[config.mk]
export PLATFORM = sky130hd
export DESIGN_NAME = tftp_write_receiver_with_check_flat
export DESIGN_NICKNAME = d
export VERILOG_FILES = /design/src/rtl/core/tftpw_pkg.sv /design/src/rtl/core/tftpw_chan_if.sv /design/src/rtl/core/tftpw_front.sv /design/src/rtl/core/tftpw_queue.sv /design/src/rtl/core/tftpw_back.sv /design/src/rtl/core/tftp_write_receiver_with_check.sv /design/src/flat_wrapper.sv
export SDC_FILE = /design/constraint.sdc
export NUM_CORES = 1
export LEC_CHECK = 0
export BUFFER_PORTS_ARGS = -buffer_cell sky130_fd_sc_hd__buf_2
export CAP_MARGIN = 20
export CORE_MARGIN = 1.5
export CORE_UTILIZATION = 40
export CTS_BUF_LIST = sky130_fd_sc_hd__clkbuf_16
export DETAILED_ROUTE_END_ITERATION = 12
export PLACE_DENSITY = 0.63
export SLEW_MARGIN = 20
export SYNTH_ARGS = -nofsm -noshare
export SYNTH_HDL_FRONTEND = slang
export SYNTH_SLANG_ARGS = --single-unit
[constraint.sdc]
create_clock -name clk_i -period 9.1 [get_ports clk_i]
set_input_delay 0.91 -clock clk_i [delete_from_list [all_inputs] [get_ports clk_i]]
set_output_delay 0.91 -clock clk_i [all_outputs]
set_load 0.02 [all_outputs]
[src/rtl/core/tftpw_pkg.sv]
package tftpw_pkg;

  // Input operation codes
  typedef enum logic [1:0] {
    OP_START = 2'd0,
    OP_BYTE  = 2'd1,
    OP_TICK  = 2'd2
  } op_e;

  // Result kinds
  typedef enum logic [1:0] {
    KIND_DATA  = 2'd0,
    KIND_ACK   = 2'd1,
    KIND_DONE  = 2'd2,
    KIND_ABORT = 2'd3
  } kind_e;

  // Configuration register indexes (paddr[2])
  localparam logic REG_BLOCK_SIZE  = 1'b0;
  localparam logic REG_RETRY_LIMIT = 1'b1;

  localparam int unsigned HDR_LEN     = 4;
  localparam logic [7:0]  DATA_OPCODE = 8'h03;

  localparam logic [9:0]  BLOCK_SIZE_RST  = 10'd512;
  localparam logic [7:0]  RETRY_LIMIT_RST = 8'd50;
  localparam logic [7:0]  POLL_MAX        = 8'hFF;

  // Queue depth between front and back
  localparam int unsigned QDEPTH = 4;
  localparam int unsigned QPTR_W = $clog2(QDEPTH);

  // Everything one input item causes: an optional payload beat and an
  // optional closing beat (ack, completing ack or abort).
  typedef struct packed {
    logic        has_byte;
    logic [7:0]  data;
    logic        has_tail;
    kind_e       tail_kind;
    logic [15:0] tail_blk;
    logic [7:0]  sum;
    logic [7:0]  xsum;
  } entry_t;

endpackage

[src/rtl/core/tftpw_chan_if.sv]
// Input channel: one item per beat
interface tftpw_in_if;
  logic       valid;
  logic       ready;
  logic [1:0] op;
  logic [7:0] data_byte;
  logic       end_of_datagram;

  modport source (output valid, output op, output data_byte, output end_of_datagram,
                  input ready);
  modport sink   (input valid, input op, input data_byte, input end_of_datagram,
                  output ready);
endinterface

// Output channel: one result per beat
interface tftpw_out_if;
  logic        valid;
  logic        ready;
  logic [1:0]  kind;
  logic [7:0]  payload_byte;
  logic [15:0] ack_block;
  logic [7:0]  sum_check;
  logic [7:0]  xor_check;
  logic        run_last;

  modport source (output valid, output kind, output payload_byte, output ack_block,
                  output sum_check, output xor_check, output run_last, input ready);
  modport sink   (input valid, input kind, input payload_byte, input ack_block,
                  input sum_check, input xor_check, input run_last, output ready);
endinterface

[src/rtl/core/tftpw_front.sv]
module tftpw_front #(
  parameter int unsigned MAX_PAYLOAD = 512
) (
  input  logic                clk_i,
  input  logic                rst_ni,
  tftpw_in_if.sink            in_i,
  input  logic [9:0]          block_size_i,
  input  logic [7:0]          retry_limit_i,
  input  logic                full_i,
  output logic                push_o,
  output tftpw_pkg::entry_t   entry_o
);

  localparam int unsigned POS_W = $clog2(MAX_PAYLOAD + tftpw_pkg::HDR_LEN + 1);
  localparam logic [POS_W-1:0] CAP  = POS_W'(MAX_PAYLOAD + tftpw_pkg::HDR_LEN);
  localparam logic [POS_W-1:0] HDR  = POS_W'(tftpw_pkg::HDR_LEN);
  localparam logic [POS_W-1:0] ONE  = POS_W'(1);

  logic             active_q, active_d;
  logic [15:0]      exp_blk_q, exp_blk_d;
  logic [POS_W-1:0] pos_q, pos_d, pos_n;
  logic [7:0]       hdr_hi_q, hdr_hi_d;
  logic             hdr_ok_q, hdr_ok_d, ok_n;
  logic [7:0]       sum_q, sum_d;
  logic [7:0]       xsum_q, xsum_d;
  logic [7:0]       polls_q, polls_d;

  logic             acc;
  logic [7:0]       poll_inc;
  logic             poll_abort;
  logic             bs_ok;
  logic [POS_W-1:0] eff_bs;
  tftpw_pkg::entry_t ent;

  assign in_i.ready = !full_i;
  assign acc        = in_i.valid && !full_i;

  // Shared poll step and effective block size
  assign poll_inc   = (polls_q != tftpw_pkg::POLL_MAX) ? polls_q + 8'd1 : polls_q;
  assign poll_abort = (poll_inc >= retry_limit_i);
  assign bs_ok      = (block_size_i != 10'd0) && ({1'b0, block_size_i} <= 11'(MAX_PAYLOAD));
  assign eff_bs     = bs_ok ? POS_W'(block_size_i) : POS_W'(MAX_PAYLOAD);

  // Classify the item and work out the next state
  always_comb begin
    active_d  = active_q;
    exp_blk_d = exp_blk_q;
    pos_d     = pos_q;
    hdr_hi_d  = hdr_hi_q;
    hdr_ok_d  = hdr_ok_q;
    sum_d     = sum_q;
    xsum_d    = xsum_q;
    polls_d   = polls_q;
    pos_n     = pos_q;
    ok_n      = hdr_ok_q;

    ent.has_byte  = 1'b0;
    ent.data      = in_i.data_byte;
    ent.has_tail  = 1'b0;
    ent.tail_kind = tftpw_pkg::KIND_ACK;
    ent.tail_blk  = '0;

    if (acc) begin
      unique case (tftpw_pkg::op_e'(in_i.op))
        tftpw_pkg::OP_START: begin
          active_d     = 1'b1;
          exp_blk_d    = 16'd1;
          pos_d        = '0;
          hdr_hi_d     = '0;
          hdr_ok_d     = 1'b0;
          sum_d        = '0;
          xsum_d       = '0;
          polls_d      = '0;
          ent.has_tail = 1'b1;
        end
        tftpw_pkg::OP_TICK: begin
          if (active_q) begin
            polls_d = poll_inc;
            if (poll_abort) begin
              active_d      = 1'b0;
              pos_d         = '0;
              hdr_hi_d      = '0;
              hdr_ok_d      = 1'b0;
              ent.has_tail  = 1'b1;
              ent.tail_kind = tftpw_pkg::KIND_ABORT;
            end
          end
        end
        tftpw_pkg::OP_BYTE: begin
          if (active_q) begin
            // Header check and payload, bytes past the cap are dropped
            if (pos_q < CAP) begin
              priority if (pos_q == POS_W'(0)) begin
                ok_n = (in_i.data_byte == 8'h00);
              end else if (pos_q == POS_W'(1)) begin
                ok_n = hdr_ok_q && (in_i.data_byte == tftpw_pkg::DATA_OPCODE);
              end else if (pos_q == POS_W'(2)) begin
                hdr_hi_d = in_i.data_byte;
              end else if (pos_q == POS_W'(3)) begin
                ok_n = hdr_ok_q && ({hdr_hi_q, in_i.data_byte} == exp_blk_q);
              end else begin
                if (hdr_ok_q) begin
                  sum_d        = sum_q + in_i.data_byte;
                  xsum_d       = xsum_q ^ in_i.data_byte;
                  ent.has_byte = 1'b1;
                end
              end
              pos_n = pos_q + ONE;
            end
            pos_d    = pos_n;
            hdr_ok_d = ok_n;

            // End of datagram: ack, complete, or count a poll and abort at the retry limit
            if (in_i.end_of_datagram) begin
              pos_d    = '0;
              hdr_hi_d = '0;
              hdr_ok_d = 1'b0;
              if (pos_n >= HDR && ok_n) begin
                ent.has_tail = 1'b1;
                ent.tail_blk = exp_blk_q;
                if (pos_n == eff_bs + HDR) begin
                  ent.tail_kind = tftpw_pkg::KIND_ACK;
                  exp_blk_d     = exp_blk_q + 16'd1;
                  polls_d       = '0;
                end else begin
                  ent.tail_kind = tftpw_pkg::KIND_DONE;
                  active_d      = 1'b0;
                end
              end else begin
                polls_d = poll_inc;
                if (poll_abort) begin
                  active_d      = 1'b0;
                  ent.has_tail  = 1'b1;
                  ent.tail_kind = tftpw_pkg::KIND_ABORT;
                end
              end
            end
          end
        end
        default: begin
        end
      endcase
    end

    ent.sum  = sum_d;
    ent.xsum = xsum_d;
  end

  assign push_o  = acc && (ent.has_byte || ent.has_tail);
  assign entry_o = ent;

  always_ff @(posedge clk_i or negedge rst_ni) begin
    if (!rst_ni) begin
      active_q  <= 1'b0;
      exp_blk_q <= 16'd1;
      pos_q     <= '0;
      hdr_hi_q  <= '0;
      hdr_ok_q  <= 1'b0;
      sum_q     <= '0;
      xsum_q    <= '0;
      polls_q   <= '0;
    end else begin
      active_q  <= active_d;
      exp_blk_q <= exp_blk_d;
      pos_q     <= pos_d;
      hdr_hi_q  <= hdr_hi_d;
      hdr_ok_q  <= hdr_ok_d;
      sum_q     <= sum_d;
      xsum_q    <= xsum_d;
      polls_q   <= polls_d;
    end
  end

endmodule

[src/rtl/core/tftpw_queue.sv]
module tftpw_queue (
  input  logic              clk_i,
  input  logic              rst_ni,
  input  logic              push_i,
  input  tftpw_pkg::entry_t entry_i,
  input  logic              pop_i,
  output logic              full_o,
  output logic              empty_o,
  output tftpw_pkg::entry_t head_o
);

  localparam int unsigned CNT_W = $clog2(tftpw_pkg::QDEPTH + 1);

  tftpw_pkg::entry_t             mem_q [tftpw_pkg::QDEPTH];
  logic [tftpw_pkg::QPTR_W-1:0]  wr_q, rd_q;
  logic [CNT_W-1:0]              cnt_q;
  logic                          do_push, do_pop;

  assign full_o  = (cnt_q == CNT_W'(tftpw_pkg::QDEPTH));
  assign empty_o = (cnt_q == '0);
  assign do_push = push_i && !full_o;
  assign do_pop  = pop_i && !empty_o;
  assign head_o  = mem_q[rd_q];

  // Storage
  always_ff @(posedge clk_i) begin
    if (do_push) begin
      mem_q[wr_q] <= entry_i;
    end
  end

  // Pointers and fill count
  always_ff @(posedge clk_i or negedge rst_ni) begin
    if (!rst_ni) begin
      wr_q  <= '0;
      rd_q  <= '0;
      cnt_q <= '0;
    end else begin
      if (do_push) wr_q <= wr_q + 1'b1;
      if (do_pop)  rd_q <= rd_q + 1'b1;
      if (do_push && !do_pop) begin
        cnt_q <= cnt_q + 1'b1;
      end else if (do_pop && !do_push) begin
        cnt_q <= cnt_q - 1'b1;
      end
    end
  end

endmodule

[src/rtl/core/tftpw_back.sv]
module tftpw_back (
  input  logic              clk_i,
  input  logic              rst_ni,
  input  logic              empty_i,
  input  tftpw_pkg::entry_t head_i,
  output logic              pop_o,
  tftpw_out_if.source       out_o
);

  logic phase_q;
  logic byte_beat;
  logic last;
  logic fire;

  // Payload beat goes first, then the closing beat
  assign byte_beat = head_i.has_byte && !phase_q;
  assign last      = !byte_beat || !head_i.has_tail;
  assign fire      = out_o.valid && out_o.ready;
  assign pop_o     = fire && last;

  assign out_o.valid        = !empty_i;
  assign out_o.kind         = byte_beat ? tftpw_pkg::KIND_DATA : head_i.tail_kind;
  assign out_o.payload_byte = byte_beat ? head_i.data : 8'h00;
  assign out_o.ack_block    = byte_beat ? 16'h0000 : head_i.tail_blk;
  assign out_o.sum_check    = head_i.sum;
  assign out_o.xor_check    = head_i.xsum;
  assign out_o.run_last     = last;

  always_ff @(posedge clk_i or negedge rst_ni) begin
    if (!rst_ni) begin
      phase_q <= 1'b0;
    end else if (fire) begin
      phase_q <= !last;
    end
  end

endmodule

[src/rtl/core/tftp_write_receiver_with_check.sv]
// Channel   Dir  Handshake      Payload
// in_i      in   valid/ready    op, data_byte, end_of_datagram
// out_o     out  valid/ready    kind, payload_byte, ack_block, sum_check,
//                               xor_check, run_last
// APB       in   psel/penable   block_size (0x0), retry_limit (0x4)
//
// One item is taken per cycle while the queue is not full; the front
// updates the transfer state in that cycle and queues up to two results
// (a payload beat and a closing beat). The back sends one beat per cycle
// while out_o.ready is high; the four-entry queue absorbs output stalls.
// in_i.ready falls only when the queue is full.
// Reset is asynchronous, active low; no clearing pass is needed.
module tftp_write_receiver_with_check #(
  parameter int unsigned MAX_PAYLOAD = 512
) (
  input  logic        clk_i,
  input  logic        rst_ni,
  tftpw_in_if.sink    in_i,
  tftpw_out_if.source out_o,
  input  logic        psel,
  input  logic        penable,
  input  logic        pwrite,
  input  logic [2:0]  paddr,
  input  logic [31:0] pwdata,
  output logic [31:0] prdata,
  output logic        pready
);

  logic [9:0]        block_size_q;
  logic [7:0]        retry_limit_q;
  logic              cfg_wr;
  logic              push, pop, full, empty;
  tftpw_pkg::entry_t entry, head;

  // Configuration registers
  assign pready = 1'b1;
  assign cfg_wr = psel && penable && pwrite;

  always_ff @(posedge clk_i or negedge rst_ni) begin
    if (!rst_ni) begin
      block_size_q  <= tftpw_pkg::BLOCK_SIZE_RST;
      retry_limit_q <= tftpw_pkg::RETRY_LIMIT_RST;
    end else if (cfg_wr) begin
      unique case (paddr[2])
        tftpw_pkg::REG_BLOCK_SIZE:  block_size_q  <= pwdata[9:0];
        tftpw_pkg::REG_RETRY_LIMIT: retry_limit_q <= pwdata[7:0];
        default: begin
        end
      endcase
    end
  end

  always_comb begin
    unique case (paddr[2])
      tftpw_pkg::REG_BLOCK_SIZE:  prdata = {22'd0, block_size_q};
      tftpw_pkg::REG_RETRY_LIMIT: prdata = {24'd0, retry_limit_q};
      default:                    prdata = '0;
    endcase
  end

  tftpw_front #(
    .MAX_PAYLOAD (MAX_PAYLOAD)
  ) u_front (
    .clk_i         (clk_i),
    .rst_ni        (rst_ni),
    .in_i          (in_i),
    .block_size_i  (block_size_q),
    .retry_limit_i (retry_limit_q),
    .full_i        (full),
    .push_o        (push),
    .entry_o       (entry)
  );

  tftpw_queue u_queue (
    .clk_i   (clk_i),
    .rst_ni  (rst_ni),
    .push_i  (push),
    .entry_i (entry),
    .pop_i   (pop),
    .full_o  (full),
    .empty_o (empty),
    .head_o  (head)
  );

  tftpw_back u_back (
    .clk_i   (clk_i),
    .rst_ni  (rst_ni),
    .empty_i (empty),
    .head_i  (head),
    .pop_o   (pop),
    .out_o   (out_o)
  );

endmodule
[src/flat_wrapper.sv]
// flat-port wrapper written by rule: the top's interface ports become plain ports
module tftp_write_receiver_with_check_flat 
#(
  parameter int unsigned MAX_PAYLOAD = 512
)
  (clk_i, rst_ni, psel, penable, pwrite, paddr, pwdata, prdata, pready, in_i_valid, in_i_op, in_i_data_byte, in_i_end_of_datagram, in_i_ready, out_o_valid, out_o_kind, out_o_payload_byte, out_o_ack_block, out_o_sum_check, out_o_xor_check, out_o_run_last, out_o_ready);
  tftpw_in_if in_i_i ();
  tftpw_out_if out_o_i ();
  input  logic clk_i;
  input  logic rst_ni;
  input  logic psel;
  input  logic penable;
  input  logic pwrite;
  input  logic [2:0] paddr;
  input  logic [31:0] pwdata;
  output logic [31:0] prdata;
  output logic pready;
  input wire logic [$bits(in_i_i.valid)-1:0] in_i_valid;
  input wire logic [$bits(in_i_i.op)-1:0] in_i_op;
  input wire logic [$bits(in_i_i.data_byte)-1:0] in_i_data_byte;
  input wire logic [$bits(in_i_i.end_of_datagram)-1:0] in_i_end_of_datagram;
  output wire logic [$bits(in_i_i.ready)-1:0] in_i_ready;
  output wire logic [$bits(out_o_i.valid)-1:0] out_o_valid;
  output wire logic [$bits(out_o_i.kind)-1:0] out_o_kind;
  output wire logic [$bits(out_o_i.payload_byte)-1:0] out_o_payload_byte;
  output wire logic [$bits(out_o_i.ack_block)-1:0] out_o_ack_block;
  output wire logic [$bits(out_o_i.sum_check)-1:0] out_o_sum_check;
  output wire logic [$bits(out_o_i.xor_check)-1:0] out_o_xor_check;
  output wire logic [$bits(out_o_i.run_last)-1:0] out_o_run_last;
  input wire logic [$bits(out_o_i.ready)-1:0] out_o_ready;
  assign in_i_i.valid = in_i_valid;
  assign in_i_i.op = in_i_op;
  assign in_i_i.data_byte = in_i_data_byte;
  assign in_i_i.end_of_datagram = in_i_end_of_datagram;
  assign in_i_ready = in_i_i.ready;
  assign out_o_valid = out_o_i.valid;
  assign out_o_kind = out_o_i.kind;
  assign out_o_payload_byte = out_o_i.payload_byte;
  assign out_o_ack_block = out_o_i.ack_block;
  assign out_o_sum_check = out_o_i.sum_check;
  assign out_o_xor_check = out_o_i.xor_check;
  assign out_o_run_last = out_o_i.run_last;
  assign out_o_i.ready = out_o_ready;
  tftp_write_receiver_with_check #(.MAX_PAYLOAD(MAX_PAYLOAD)) u_core (.clk_i(clk_i), .rst_ni(rst_ni), .in_i(in_i_i), .out_o(out_o_i), .psel(psel), .penable(penable), .pwrite(pwrite), .paddr(paddr), .pwdata(pwdata), .prdata(prdata), .pready(pready));
endmodule
### After elaboration in Yosys (flattened, before gate mapping)

Memory sizes are Yosys's and may differ from the RTL's.
Index checks and enable logic that the tools add are counted.

| word-level totals | value |
|---|---|
| register bits after elaboration | 86 |
| memory bits (writable) | 176 |
| bits of input ports | 53 |
| word-level logic and storage cells | 188 |
| memories | 1 |

| cells by class | value |
|---|---|
| add/sub/neg operators | 9 |
| $lt $le $gt $ge | 4 |
| equal/unequal tests | 21 |
| mux-type cells | 97 |
| bitwise logic cells | 2 |
| reductions and logical operators | 40 |

Memories:

| name | depth | bits a word | read ports | clocked after Yosys merged registers in | write ports | line | RTL |
|---|---|---|---|---|---|---|---|
| u_core.u_queue.mem_q | 4 | 44 | 1 | 0 | 1 | tftpw_queue.sv:14 | `tftpw_pkg::entry_t mem_q [tftpw_pkg::QDEPTH];` |

Operators with widths:

| kind | number |
|---|---|
| 8-bit 2-to-1 mux | 31 |
| 16-bit 2-to-1 mux | 7 |
| 10-bit 2-to-1 mux | 9 |
| 32-bit case mux with 2 select lines | 1 |
| 19-bit 2-to-1 mux | 3 |
| 8-bit case mux with 3 select lines | 2 |
| 16-bit case mux with 2 select lines | 1 |
| 8-bit case mux with 2 select lines | 2 |
| 10-bit case mux with 3 select lines | 1 |
| 1-bit 2-to-1 mux | 29 |
| 10-bit by 2-bit == test with 1-bit output (second input constant) | 2 |
| 16-bit by 1-bit adder with 16-bit output (second input constant) | 1 |
| 16-bit == test | 1 |
| 1-bit logical AND | 15 |
| 3-bit 2-to-1 mux | 5 |
| 3-bit inequality test (second input constant) | 5 |
| 2-bit inequality test (second input constant) | 6 |
| 6-bit AND reduction | 2 |
| 10-bit by 1-bit adder with 10-bit output (second input constant) | 1 |
| 10-bit by 3-bit adder with 10-bit output (second input constant) | 1 |
| 10-bit by 1-bit == test with 1-bit output (second input constant) | 1 |
| 10-bit == test | 1 |
| 10-bit by 3-bit greater-or-equal comparator with 1-bit output (second input constant) | 1 |
| 10-bit <= comparator (second input constant) | 1 |
| 29 further kinds | 44 |

### Depth between registers and ports, before layout

Gate-level depths: netlist of the first run.

| logic depth | value |
|---|---|
| depth after elaboration | 23 |
| mapped depth | 20 |

### Cells and area by module

Synthesis of the first run repeated with hierarchy kept, for this count alone.

| second synthesis, totals | value |
|---|---|
| cell total of the unflattened synthesis | 1016 |
| area, all modules | 13251.5 µm² |

By module, submodules not included:

| module | instances | cells an instance | area an instance (µm²) | sequential area each (µm²) |
|---|---|---|---|---|
| tftpw_queue | 1 | 266 | 6834.1 | 5460.2 |
| tftpw_front | 1 | 623 | 5026.1 | 1502.7 |
| tftp_write_receiver_with_check | 1 | 75 | 1016.0 | 455.4 |
| tftpw_back | 1 | 52 | 375.4 | 25.0 |

### Worst setup path after synthesis of the first run

No wires, ideal clock.

| path | value |
|---|---|
| kind | input-to-reg |
| start | in in_i_data_byte[2] |
| end | mem u_core.u_queue.mem_q[0][0] in the netlist's numbering (enable) |
| setup time | 451 ps |
| arrival | 4843 ps |
| required time | 8649 ps |
| setup slack | 3806 ps |
| cell stages on the path | 8 |
| buffers on the path | 0 |
| cells stage by stage | or4_1 -> o41ai_1 -> o2111ai_1 -> a211oi_1 -> a21oi_1 -> o21ai_0 -> nor2_1 -> nor2b_1 |

RTL lines:

| element | line | RTL |
|---|---|---|
| start: declaration | flat_wrapper.sv:20 | `input wire logic [$bits(in_i_i.data_byte)-1:0] in_i_data_byte;` |
| end: declaration | tftpw_queue.sv:14 |  |

==> metrics.cfg, run 1 <==
[die]
chipWidth_um = 181
die_y_um = 181
initial_utilization_pct = 40.5
number_of_placement_rows = 65
fp.coreArea_sq_um = 31400
design.die.area_sq_um = 32900
floorplan.io_pins = 131

[layout]
num-fill-cells = 2845
drive_gt1_share_pct = 21.0
layout.cell_area.non_filler_sq_um = 14400
final_nets = 1131
area_of_combinational_cells_with_multiple_inputs_sq_um = 4890
seq_area_sq_um = 7450
area.growth.synth_to_final_pct = 12.9

[clock_network]
tritoncts_clock_tree = built
clk_root_buf = sky130_fd_sc_hd__clkbuf_16
post_cts_resized = 0
clk_transition_reported_paths_ps = 60
clkLatencyLatePin_ps = 560
postCtsSetupRepairBufs = 0
cts_hold_buf = 0
clock-sinks = 262
cts_buffer_depth = 3
cts-htree-levels = 1
number_of_buffers_added_by_the_clock_tree_synthesis_step = 28

[yosys]
synth_edf_count = 176
synth_largest_area_cell = sky130_fd_sc_hd__edfxtp_1
synth-warning-count = 0
netlist_area_sq_um = 12700
yosysMostFrequentCell = sky130_fd_sc_hd__edfxtp_1
synth.yosys.seq_area_share_pct = 58.5
synthesis.instances = 966
synth_area_per_cell_sq_um = 13.2
number_of_different_library_cells_in_the_post_synthesis_netlist = 65
synth_area_leaders = sky130_fd_sc_hd__edfxtp_1 (42%), sky130_fd_sc_hd__dfrtp_1 (16%), sky130_fd_sc_hd__mux4_2 (7.8%)
synth-main-ff-cell = sky130_fd_sc_hd__edfxtp_1
postSynth.asyncResetShare_pct = 32.8
synth.ff_latch_count = 262
netlist_top_cells_count = sky130_fd_sc_hd__edfxtp_1 (176), sky130_fd_sc_hd__dfrtp_1 (81), sky130_fd_sc_hd__nand2_1 (68), sky130_fd_sc_hd__o21ai_0 (45), sky130_fd_sc_hd__mux4_2 (44)
synthDominantCellAreaShare_pct = 41.6

[global_route]
via_count_of_the_first_global_routing_pass = 7789
grt_first_pass_wirelength_um = 42800
grt_max_degree = 46
grt_antenna_before_repair = 3
total_overflow_reported_by_the_global_router = 0
groute.usage.overall_pct = 16.3

[timing]
fin_crit_sh_pct = 54.8
max-slew-margin-rel_pct = 30.2
grt_setup_unrepaired = no
max_freq_ghz = 0.201
setup_viol = 0
finalHoldViolations = 0
postLayoutSetupSlackWorst_ps = 4120
final.setup.tns_ps = 0
drv_slew = 0
finalWorstPathRequiredPeriod_ps = 4980
timing.clock.skew_ps = 20.9
worst_slew_pin_slew_ps = 1040

[routing]
avgViaCountPerCell = 5.36
detailedRoute.firstPassIterationCount = 6
routed-via-count = 7889
postRouteWirelength_um = 26400
detail_route.wl_per_cell_um = 18.0
postRouteAntennaNets = 0
drc = 0
drt_iter0_markers = 519

[place]
finalWeightedCongestion = 0.853
postPlaceCellArea_sq_um = 13500
io_buffers = 83
detailedPlacementHpwl_um = 16900
worst_slack_placed_ps = 4180

[critical_path]
timing.critical_path.arrival_ps = 5420
critical_path_source_type = flop
worstSetupPathType = flop to flop
worst_setup_path_end_kind = flop
cp_max_fo = 12
critPathRequiredTime_ps = 9540

[power]
p_leak_nw = 5.50
clock_power_share_pct = 30.2
power.share.switching_pct = 32.0
sequentialPowerShare_pct = 40.8
power.net_switching_w = 0.00112
power_report.internal_total_w = 0.00238
power_density_nw_per_um2 = 244
comb_power_share_pct = 29.0
vdd.ir_drop.worst_mv = 0.146

[job]
cap_violations = 0

[run_status]
outcome = complete, no violations

[worst_hold_path]
hp-class = primary input to async pin

## metal layers
metal | part of all wire [%] | track usage [%] | up-vias
met2 | 48 | 26.7 | 170
li1 | - | - | 3730
met4 | 2.1 | 4.07 | 2
met1 | 46 | 22.7 | 3944
met5 | 0.064 | 0 | -
met3 | 4.0 | 2.78 | 43
## flip-flops by register name, indices dropped and copies added (netlist names)
| register | count |
|---|---|
| u_core.u_queue.mem_q | 176 |
| u_core.u_front.exp_blk_q | 16 |
| u_core.block_size_q | 10 |
| u_core.u_front.pos_q | 10 |
| u_core.retry_limit_q | 8 |
| u_core.u_front.hdr_hi_q | 8 |
| u_core.u_front.polls_q | 8 |
| u_core.u_front.sum_q | 8 |
| u_core.u_front.xsum_q | 8 |
| u_core.u_queue.cnt_q | 3 |
| u_core.u_queue.rd_q | 2 |
| u_core.u_queue.wr_q | 2 |
| u_core.u_back.phase_q | 1 |
| u_core.u_front.active_q | 1 |
| u_core.u_front.hdr_ok_q | 1 |
## final timing paths
kind | from | endpoint | slack, ps | cells after the start
worst max-delay path | u_core.u_front.pos_q[0]$_DFFE_PN0P_ | u_core.u_queue.cnt_q[1]$_DFFE_PN0P_ | 4120 | 14
worst min-delay path | rst_ni | u_core.u_front.pos_q[5]$_DFFE_PN0P_ | 370 | 1
worst max register to register | u_core.u_front.pos_q[0]$_DFFE_PN0P_ | u_core.u_queue.cnt_q[1]$_DFFE_PN0P_ | 4120 | 14
worst min register to register | u_core.u_queue.cnt_q[2]$_DFFE_PN0P_ | u_core.u_queue.cnt_q[2]$_DFFE_PN0P_ | 480 | 1
max in group asynchronous | rst_ni | u_core.u_queue.rd_q[0]$_DFFE_PN0P_ | 7670 | 2
min in group clk_i | u_core.u_queue.cnt_q[2]$_DFFE_PN0P_ | u_core.u_queue.cnt_q[2]$_DFFE_PN0P_ | 480 | 1
## power groups by stage
stage | Clock (W) | Combinational, W | Sequential, W
4_1_cts | 0.00108 | 0.00104 | 0.00143
3_5_place_dp | 0 | 0.00104 | 0.00145
2_1_floorplan | 0 | 0.000766 | 0.00142
6_report | 0.00106 | 0.00101 | 0.00143
5_1_grt | 0.00114 | 0.00110 | 0.00144
3_3_place_gp | 0 | 0.00103 | 0.00145
## worst max-delay path: stages (launching register included)
cell	delay (ps)
sky130_fd_sc_hd__dfrtp_1	560
sky130_fd_sc_hd__ha_1	320
sky130_fd_sc_hd__nand4b_1	410
sky130_fd_sc_hd__nor4_1	340
sky130_fd_sc_hd__a211oi_1	120
sky130_fd_sc_hd__nor4_1	650
sky130_fd_sc_hd__a211oi_1	190
sky130_fd_sc_hd__a21oi_1	160
sky130_fd_sc_hd__o21ai_0	230
sky130_fd_sc_hd__nor2_1	780
sky130_fd_sc_hd__inv_1	110
sky130_fd_sc_hd__ha_1	260
sky130_fd_sc_hd__inv_1	70
sky130_fd_sc_hd__fa_1	400
sky130_fd_sc_hd__mux2_2	270
## cell families after synthesis
kind of cell    share of synthesized area (%)
buf+inv                                  3.86
xor+xnor                                 3.10
flops                                    58.5
fa+ha+maj                                3.36
compound gates                           7.33
simple gates                             12.3
mux                                      11.5
other cells                            0.0591
## through the flow
step                std cells  utilization [%]  hold WS, ps  total power, W
global placement         1417             43.0          471         0.00248
finish                   1471             45.7          370         0.00350
global route             1469             45.7          403         0.00368
CTS                      1469             45.7          382         0.00355
detailed placement       1417             43.0          478         0.00249
floorplan                 987                -          450         0.00219
## placed cells by master (no fill, tap or decap), types with 4 or more instances in the layout
| cell | n |
|---|---|
| sky130_fd_sc_hd__edfxtp_1 | 176 |
| sky130_fd_sc_hd__buf_2 | 82 |
| sky130_fd_sc_hd__dfrtp_1 | 79 |
| sky130_fd_sc_hd__nand2_1 | 68 |
| sky130_fd_sc_hd__inv_1 | 50 |
| sky130_fd_sc_hd__o21ai_0 | 45 |
| sky130_fd_sc_hd__mux4_2 | 44 |
| sky130_fd_sc_hd__nand3_1 | 37 |
| sky130_fd_sc_hd__nor2_1 | 36 |
| sky130_fd_sc_hd__ha_1 | 31 |
| sky130_fd_sc_hd__xnor2_1 | 30 |
| sky130_fd_sc_hd__nor2b_1 | 30 |
| sky130_fd_sc_hd__mux2_2 | 29 |
| sky130_fd_sc_hd__and2_1 | 28 |
| sky130_fd_sc_hd__clkbuf_16 | 28 |
| sky130_fd_sc_hd__a21oi_1 | 23 |
| sky130_fd_sc_hd__conb_1 | 23 |
| sky130_fd_sc_hd__nand4_1 | 18 |
| sky130_fd_sc_hd__and3_1 | 17 |
| sky130_fd_sc_hd__xor2_1 | 15 |
| sky130_fd_sc_hd__mux2i_1 | 14 |
| sky130_fd_sc_hd__nor3_1 | 12 |
| sky130_fd_sc_hd__buf_4 | 11 |
| sky130_fd_sc_hd__nand2b_1 | 10 |
| sky130_fd_sc_hd__a21o_1 | 10 |
| sky130_fd_sc_hd__o31ai_1 | 10 |
| sky130_fd_sc_hd__clkinv_1 | 8 |
| sky130_fd_sc_hd__o41ai_1 | 7 |
| sky130_fd_sc_hd__a22o_1 | 7 |
| sky130_fd_sc_hd__nor4_1 | 6 |
| sky130_fd_sc_hd__o211ai_1 | 6 |
| sky130_fd_sc_hd__or3_1 | 5 |
| sky130_fd_sc_hd__or4_1 | 5 |
| sky130_fd_sc_hd__dfstp_2 | 5 |
| sky130_fd_sc_hd__o21a_1 | 4 |
| sky130_fd_sc_hd__nor2b_4 | 4 |
| sky130_fd_sc_hd__clkinv_2 | 4 |
## layout make-up
class / instances / share of cell area [%]
multi-input cells: 618 / 34.1
diodes: 2 / 0.0349
clock inverters: 24 / 1.12
flip-flops and latches: 262 / 51.9
well taps: 402 / 3.50
repair buffers: 93 / 3.43
clock buffers: 28 / 4.88
inverters: 42 / 1.10
Note: power is estimated with default switching activity, not from simulation.
==> run 2, diff against run 1 <==
clock period = 4.8 ns   (was 9.1 ns; I/O delays follow)
==> run 2 against run 1 <==
- maximum frequency rose by 18%
- clock skew is 0.90 ps higher
- non-clock buffer count is 10 higher
- wire length grew 1.1%
- global-route usage up 0.32 points
- clock-buffer cell count increased by 1
- clock power grew 100%
- via count shrank 0.16%
- final cell count up 0.68%
- register-to-register slack worse by 3500 ps
- hold slack lost 210 ps
==> metrics.cfg, run 2 (synthesis results as in run 1) <==
[run_status]
outcome = complete, no violations

[critical_path]
cp_slowest_stage_delay_ps = 420  ; -360 ps
worst-path-stages = 20  ; +6
worstRegToRegCells = 20  ; +6
crit_path_top_delay_cell = sky130_fd_sc_hd__dfrtp_1
worst_r2r_endpoint = u_core.u_queue.cnt_q[2]$_DFFE_PN0P_
worstPathCellList = ha_1 -> and3_1 -> nand3_1 -> mux2_2 -> ha_1 -> a21o_1 -> a21oi_1 -> o211a_1 -> a21oi_1 -> a21oi_1 -> o21ai_0 -> buf_4 -> nor2_1 -> inv_1 -> ha_1 -> inv_1 -> fa_1 -> xor2_1 -> nor2_1 -> xor2_1
cp_max_fo = 9  ; -3
critical_path.top_delay_family = adder cells
setup.worst_path.start = u_core.u_front.polls_q[0]$_DFFE_PN0P_
critPathRequiredTime_ps = 5270  ; -4270 ps
worstPathBufferInverterCount = 3  ; +1
worstSetupEndpoint = u_core.u_queue.cnt_q[2]$_DFFE_PN0P_
timing.critical_path.arrival_ps = 4700  ; -720 ps
worst_setup_path_end_kind = flop
r2r_slack_ps = 570  ; -3550 ps
critical_path_source_type = flop
worstSetupPathType = flop to flop
worst_r2r_startpoint = u_core.u_front.polls_q[0]$_DFFE_PN0P_

[global_route]
groute.usage.overall_pct = 16.6  ; +0.32 points
via_count_of_the_first_global_routing_pass = 7932  ; +1.8%
gr-usage-met2_pct = 26.6  ; -0.046 points
grt_antenna_before_repair = 3  ; unchanged
global_route.usage.met3_pct = 3.37  ; +0.58 points
grt_first_pass_wirelength_um = 43700  ; +2.1%
gr-usage-met1_pct = 23.4  ; +0.76 points
total_overflow_reported_by_the_global_router = 0  ; unchanged
global_route.peak_usage_layer = met2
grt_max_degree = 50  ; +8.7%

[timing]
finalHoldViolations = 0  ; unchanged
max_freq_ghz = 0.236  ; +18%
drv_slew = 0  ; unchanged
timing.clock.skew_ps = 21.8  ; +0.898 ps
finalHoldWorstSlack_ps = 158  ; -212 ps
fin_crit_sh_pct = 88.1  ; +33 points
setup_viol = 0  ; unchanged
max-slew-margin-rel_pct = 32.9  ; +2.7 points
finalWorstPathRequiredPeriod_ps = 4230  ; -754 ps
worst_slew_pin_slew_ps = 1000  ; -40.7 ps
grt_setup_unrepaired = no

[routing]
drc = 0  ; unchanged
postRouteWirelength_um = 26700  ; +1.1%
avgViaCountPerCell = 5.32  ; -0.84%
detailedRoute.firstPassIterationCount = 5  ; -1
detail_route.wl_per_cell_um = 18.0  ; +0.46%
postRouteAntennaNets = 0  ; unchanged
drt_iter0_markers = 546  ; +5.2%
routed-via-count = 7876  ; -0.16%

[layout]
area_of_combinational_cells_with_multiple_inputs_sq_um = 4890  ; unchanged
largest_reg_flops = 176  ; unchanged
most-common-layout-cells = sky130_fd_sc_hd__edfxtp_1 (176), sky130_fd_sc_hd__buf_2 (82), sky130_fd_sc_hd__dfrtp_1 (79)
drive_gt1_share_pct = 22.1  ; +1.1 points
num-fill-cells = 2804  ; -1.4%
final_nets = 1141  ; +0.88%
seq_area_sq_um = 7450  ; unchanged
area.growth.synth_to_final_pct = 14.6
layout_commonest_cell = sky130_fd_sc_hd__edfxtp_1
layout.cell_area.non_filler_sq_um = 14600  ; +1.5%
layout_top_registers = u_core.u_queue.mem_q (176), u_core.u_front.exp_blk_q (16)
largest_register = u_core.u_queue.mem_q

[power]
power_density_nw_per_um2 = 468  ; +92%
vdd.ir_drop.worst_mv = 0.268  ; +84%
p_leak_nw = 5.59  ; +1.6%

[die]
floorplan.io_pins = 131  ; unchanged
initial_utilization_pct = 40.5  ; unchanged
number_of_placement_rows = 65  ; unchanged
design.die.area_sq_um = 32900  ; unchanged
chipWidth_um = 181  ; unchanged
die_y_um = 181  ; unchanged
fp.coreArea_sq_um = 31400  ; unchanged

[place]
postPlaceCellArea_sq_um = 13600  ; +0.87%
io_buffers = 83  ; unchanged
detailedPlacementHpwl_um = 17300  ; +2.3%
finalWeightedCongestion = 0.827  ; -3.1%

[clock_network]
clk_root_buf = sky130_fd_sc_hd__clkbuf_16
clkLatencyLatePin_ps = 560  ; about the same
cts_buffer_depth = 3  ; unchanged
cts-htree-levels = 1  ; unchanged
post_cts_resized = 0  ; unchanged
clk_transition_reported_paths_ps = 70  ; about the same
number_of_buffers_added_by_the_clock_tree_synthesis_step = 28  ; unchanged
clock-sinks = 262  ; unchanged
tritoncts_clock_tree = built

[worst_hold_path]
hp-class = primary input to flop

[job]
cap_violations = 0  ; unchanged

[run 2: cell count changes in the layout (fill, tap and decap cells not counted), sizes merged]
cell / delta
buf: +9
bufinv: +2
clkbuf: +1
clkinv: -2
clkinvlp: +1
dlygate4sd3: +1
inv: -2
[run 2: per-layer routing]
layer / vias to the layer above / share of wire [%]
met2: 197 / 46
met1: 3905 / 46
li1: 3738 / -
met3: 34 / 5.1
met4: 2 / 2.3
met5: - / 0.041
[run 2: repair_timing]
item | CTS | global route
hold buffers | 1 | 0
setup buffers | 0 | 0
endpoints found under the setup margin | 0 | 0
endpoints found under the hold margin | 36 | 0
[run 2: area by class of cell]
cell class | count | share of cell area [%]
Inverter | 42 | 1.08
Multi-Input combinational cell | 618 | 33.6
Sequential cell | 262 | 51.1
Antenna cell | 2 | 0.0343
Clock inverter | 23 | 1.53
Clock buffer | 29 | 4.98
Timing Repair Buffer | 103 | 4.26
Tap cell | 402 | 3.45
[run 2: where the power goes]
group,switching [W],leakage [nW],internal [W]
clock,0.000897,0.482,0.00127
combinational,0.00112,2.43,0.000837
sequential,0.000126,2.68,0.00258
total,0.00214,5.59,0.00468
[run 2: worst min-delay path by stage]
stage / start / endpoint / cells past startpoint
4_1_cts: pwdata[8] / u_core.block_size_q[8]$_DFFE_PN0P_ / 2
3_5_place_dp: u_core.u_queue.cnt_q[2]$_DFFE_PN0P_ / u_core.u_queue.cnt_q[2]$_DFFE_PN0P_ / 1
3_3_place_gp: u_core.u_queue.cnt_q[2]$_DFFE_PN0P_ / u_core.u_queue.cnt_q[2]$_DFFE_PN0P_ / 1
2_1_floorplan: rst_ni / u_core.block_size_q[0]$_DFFE_PN0P_ / 0
6_report: pwdata[8] / u_core.block_size_q[8]$_DFFE_PN0P_ / 2
5_1_grt: pwdata[8] / u_core.block_size_q[8]$_DFFE_PN0P_ / 2
[run 2: stage by stage]
step,power (W),setup slack (ps),std cells,util [%],setup TNS (ps)
after floorplan,0.00415,-453,987,-,-79650
after global placement,0.00472,548,1426,43.4,0
after detailed placement,0.00475,574,1426,43.4,0
after CTS,0.00692,519,1479,46.4,0
after global routing,0.00717,153,1479,46.4,0
final,0.00682,571,1481,46.4,0
==> run 3, diff against run 2 <==
CORE_UTILIZATION = 50   (was 40)
PLACE_DENSITY = 0.74   (was 0.63)
==> run 3 against run 2 <==
- worst setup slack worse by 110 ps
- largest cell class unchanged
- clock power down 11%
- clock skew is 11 ps lower
- critical path type unchanged
- largest power group unchanged
- core utilization grew 11 points
- critical endpoint is now u_core.u_queue.cnt_q[1]$_DFFE_PN0P_
- combinational power hardly changed
==> metrics.cfg, run 3 (synthesis results as in run 1) <==
[run_status]
outcome = complete, no violations

[layout]
largest_register = u_core.u_queue.mem_q
area.growth.synth_to_final_pct = 12.8
drive_gt1_share_pct = 22.1  ; -0.031 points
post-route-util_pct = 57.3  ; +11 points
layout_top_registers = u_core.u_queue.mem_q (176), u_core.u_front.exp_blk_q (16)
final_nets = 1139  ; -0.18%
most-common-layout-cells = sky130_fd_sc_hd__edfxtp_1 (176), sky130_fd_sc_hd__buf_2 (82), sky130_fd_sc_hd__dfrtp_1 (79)
insertedDiodeCount = 0  ; -2
layout_commonest_cell = sky130_fd_sc_hd__edfxtp_1
largest_reg_flops = 176  ; unchanged

[clock_network]
post_cts_resized = 0  ; unchanged
clk_transition_reported_paths_ps = 60  ; about the same
number_of_buffers_added_by_the_clock_tree_synthesis_step = 27  ; -3.6%
clk_root_buf = sky130_fd_sc_hd__clkbuf_16
cts_hold_buf = 0  ; -1
clock-sinks = 262  ; unchanged
cts_buffer_depth = 3  ; unchanged
tritoncts_clock_tree = built
cts-htree-levels = 1  ; unchanged
clkLatencyLatePin_ps = 530  ; -30 ps
postCtsSetupRepairBufs = 0  ; unchanged

[timing]
max_freq_ghz = 0.231  ; -2.5%
fin_crit_sh_pct = 90.4  ; +2.3 points
finalHoldViolations = 0  ; unchanged
timing.clock.skew_ps = 11.1  ; -10.7 ps
max-slew-margin-rel_pct = 30.7  ; -2.2 points
finalHoldWorstSlack_ps = 64.8  ; -93.1 ps
drv_slew = 0  ; unchanged
setup_viol = 0  ; unchanged
finalWorstPathRequiredPeriod_ps = 4340  ; +109 ps
worst_slew_pin_slew_ps = 1040  ; +32.8 ps
grt_setup_unrepaired = no

[die]
fp.coreArea_sq_um = 25000  ; -20%
initial_utilization_pct = 50.8  ; +10 points
chipWidth_um = 162  ; -10%
floorplan.io_pins = 131  ; unchanged
design.die.area_sq_um = 26400  ; -20%
die_y_um = 162  ; -10%
number_of_placement_rows = 58  ; -11%

[routing]
drt_iter0_markers = 621  ; +14%
routed-via-count = 8011  ; +1.7%
postRouteWirelength_um = 26300  ; -1.7%
postRouteAntennaNets = 0  ; unchanged
detail_route.wl_per_cell_um = 18.7  ; +3.7%
detailedRoute.firstPassIterationCount = 5  ; unchanged
drc = 0  ; unchanged
avgViaCountPerCell = 5.71  ; +7.3%

[worst_hold_path]
hp-class = primary input to async pin

[critical_path]
worstPathCellList = ha_1 -> and3_1 -> nand3_1 -> mux2_2 -> ha_1 -> a21o_1 -> a21oi_1 -> o211a_1 -> a21oi_1 -> a21oi_1 -> o21ai_0 -> nor2_2 -> inv_1 -> ha_1 -> inv_1 -> fa_1 -> mux2_2
crit_path_top_delay_cell = sky130_fd_sc_hd__nor2_2
worstPathBufferInverterCount = 2  ; -1
worstSetupPathType = flop to flop
cp_max_fo = 7  ; -2
critical_path.top_delay_family = adder cells
cp_slowest_stage_delay_ps = 490  ; +70 ps
r2r_slack_ps = 460  ; -110 ps
timing.critical_path.arrival_ps = 4760  ; +60 ps
critical_path_source_type = flop
critPathRequiredTime_ps = 5220  ; -50 ps
worst_setup_path_end_kind = flop

[power]
comb_power_share_pct = 29.5  ; +0.8 points
design_power_total_w = 0.00657  ; -3.7%
power.share.switching_pct = 31.7  ; +0.29 points
vdd.ir_drop.worst_mv = 0.281  ; +4.7%
power_density_nw_per_um2 = 458  ; -2.2%
power.net_switching_w = 0.00208  ; -2.8%
power_report.internal_total_w = 0.00449  ; -4.1%
clock_power_share_pct = 29.4  ; -2.3 points
p_leak_nw = 5.53  ; -1.1%
sequentialPowerShare_pct = 41.1  ; +1.5 points

[global_route]
global_route.peak_usage_layer = met2
global_route.usage.met3_pct = 2.57  ; -0.79 points
gr-usage-met1_pct = 27.5  ; +4.1 points
gr-usage-met2_pct = 33.8  ; +7.2 points
total_overflow_reported_by_the_global_router = 0  ; unchanged
grt_max_degree = 64  ; +28%
via_count_of_the_first_global_routing_pass = 7996  ; +0.81%
grt_antenna_before_repair = 0  ; -3
groute.usage.overall_pct = 20.1  ; +3.5 points
grt_first_pass_wirelength_um = 42000  ; -3.9%

[place]
detailedPlacementHpwl_um = 16900  ; -2.2%
io_buffers = 83  ; unchanged
finalWeightedCongestion = 0.876  ; +6.0%

[job]
cap_violations = 0  ; unchanged

==> run 3: cell types whose count changed in the layout (fill, tap and decap cells not counted), moves of 2 or more <==
cell	before	now
sky130_fd_sc_hd__clkbuf_16	29	27
sky130_fd_sc_hd__diode_2	2	0
sky130_fd_sc_hd__bufinv_16	3	1
sky130_fd_sc_hd__inv_1	48	46
sky130_fd_sc_hd__clkinv_1	5	7
sky130_fd_sc_hd__clkinv_2	4	6
==> run 3: worst register-to-register path: cells and delay by family, from the launching register on <==
family          cells  cell delay (ps)
compound gates      6              960
fa+ha+maj           4             1170
buf+inv             2              180
flops               1              420
mux                 2              640
simple gates        3              850
==> run 3: power by group through the flow <==
stage	logic [W]	registers, W	clock network, W
2_1_floorplan	0.00146	0.00270	0
3_3_place_gp	0.00193	0.00273	0
3_5_place_dp	0.00196	0.00274	0
4_1_cts	0.00197	0.00270	0.00197
5_1_grt	0.00210	0.00272	0.00205
6_report	0.00194	0.00270	0.00193
==> run 3: layout make-up <==
type | instances | area, sq um
repair buffers | 102 | 611
fillers | 1994 | 10700
multi-input cells | 618 | 4900
well taps | 330 | 413
inverters | 42 | 158
clock buffers | 27 | 676
clock inverters | 23 | 143
flip-flops and latches | 262 | 7450
==> run 3: per-layer routing <==
layer,wire length (um),up-vias
li1,-,3745
met1,11500,3983
met2,12800,235
met3,1360,48
met4,631,0
met5,0,-
==> run 3: worst paths after layout <==
kind,from,end,cells past startpoint
worst min-delay path,rst_ni,u_core.u_front.pos_q[3]$_DFFE_PN0P_,1
worst max register to register,u_core.u_front.polls_q[0]$_DFFE_PN0P_,u_core.u_queue.cnt_q[1]$_DFFE_PN0P_,17
max in group asynchronous,rst_ni,u_core.u_front.exp_blk_q[13]$_DFFE_PN0P_,2
worst max-delay path,u_core.u_front.polls_q[0]$_DFFE_PN0P_,u_core.u_queue.cnt_q[1]$_DFFE_PN0P_,17
worst min register to register,u_core.u_queue.cnt_q[2]$_DFFE_PN0P_,u_core.u_queue.cnt_q[2]$_DFFE_PN0P_,1
min in group clk_i,pwdata[9],u_core.block_size_q[9]$_DFFE_PN1P_,2
==> run 3: stage by stage <==
step | cells | setup slack (ps) | setup TNS, ps | instance area (sq um)
5_1_grt | 1404 | 184 | 0 | 14300
3_3_place_gp | 1354 | 314 | 0 | 13500
6_report | 1404 | 462 | 0 | 14300
3_5_place_dp | 1354 | 212 | 0 | 13500
2_1_floorplan | 987 | -453 | -79650 | 12800
4_1_cts | 1404 | 180 | 0 | 14300
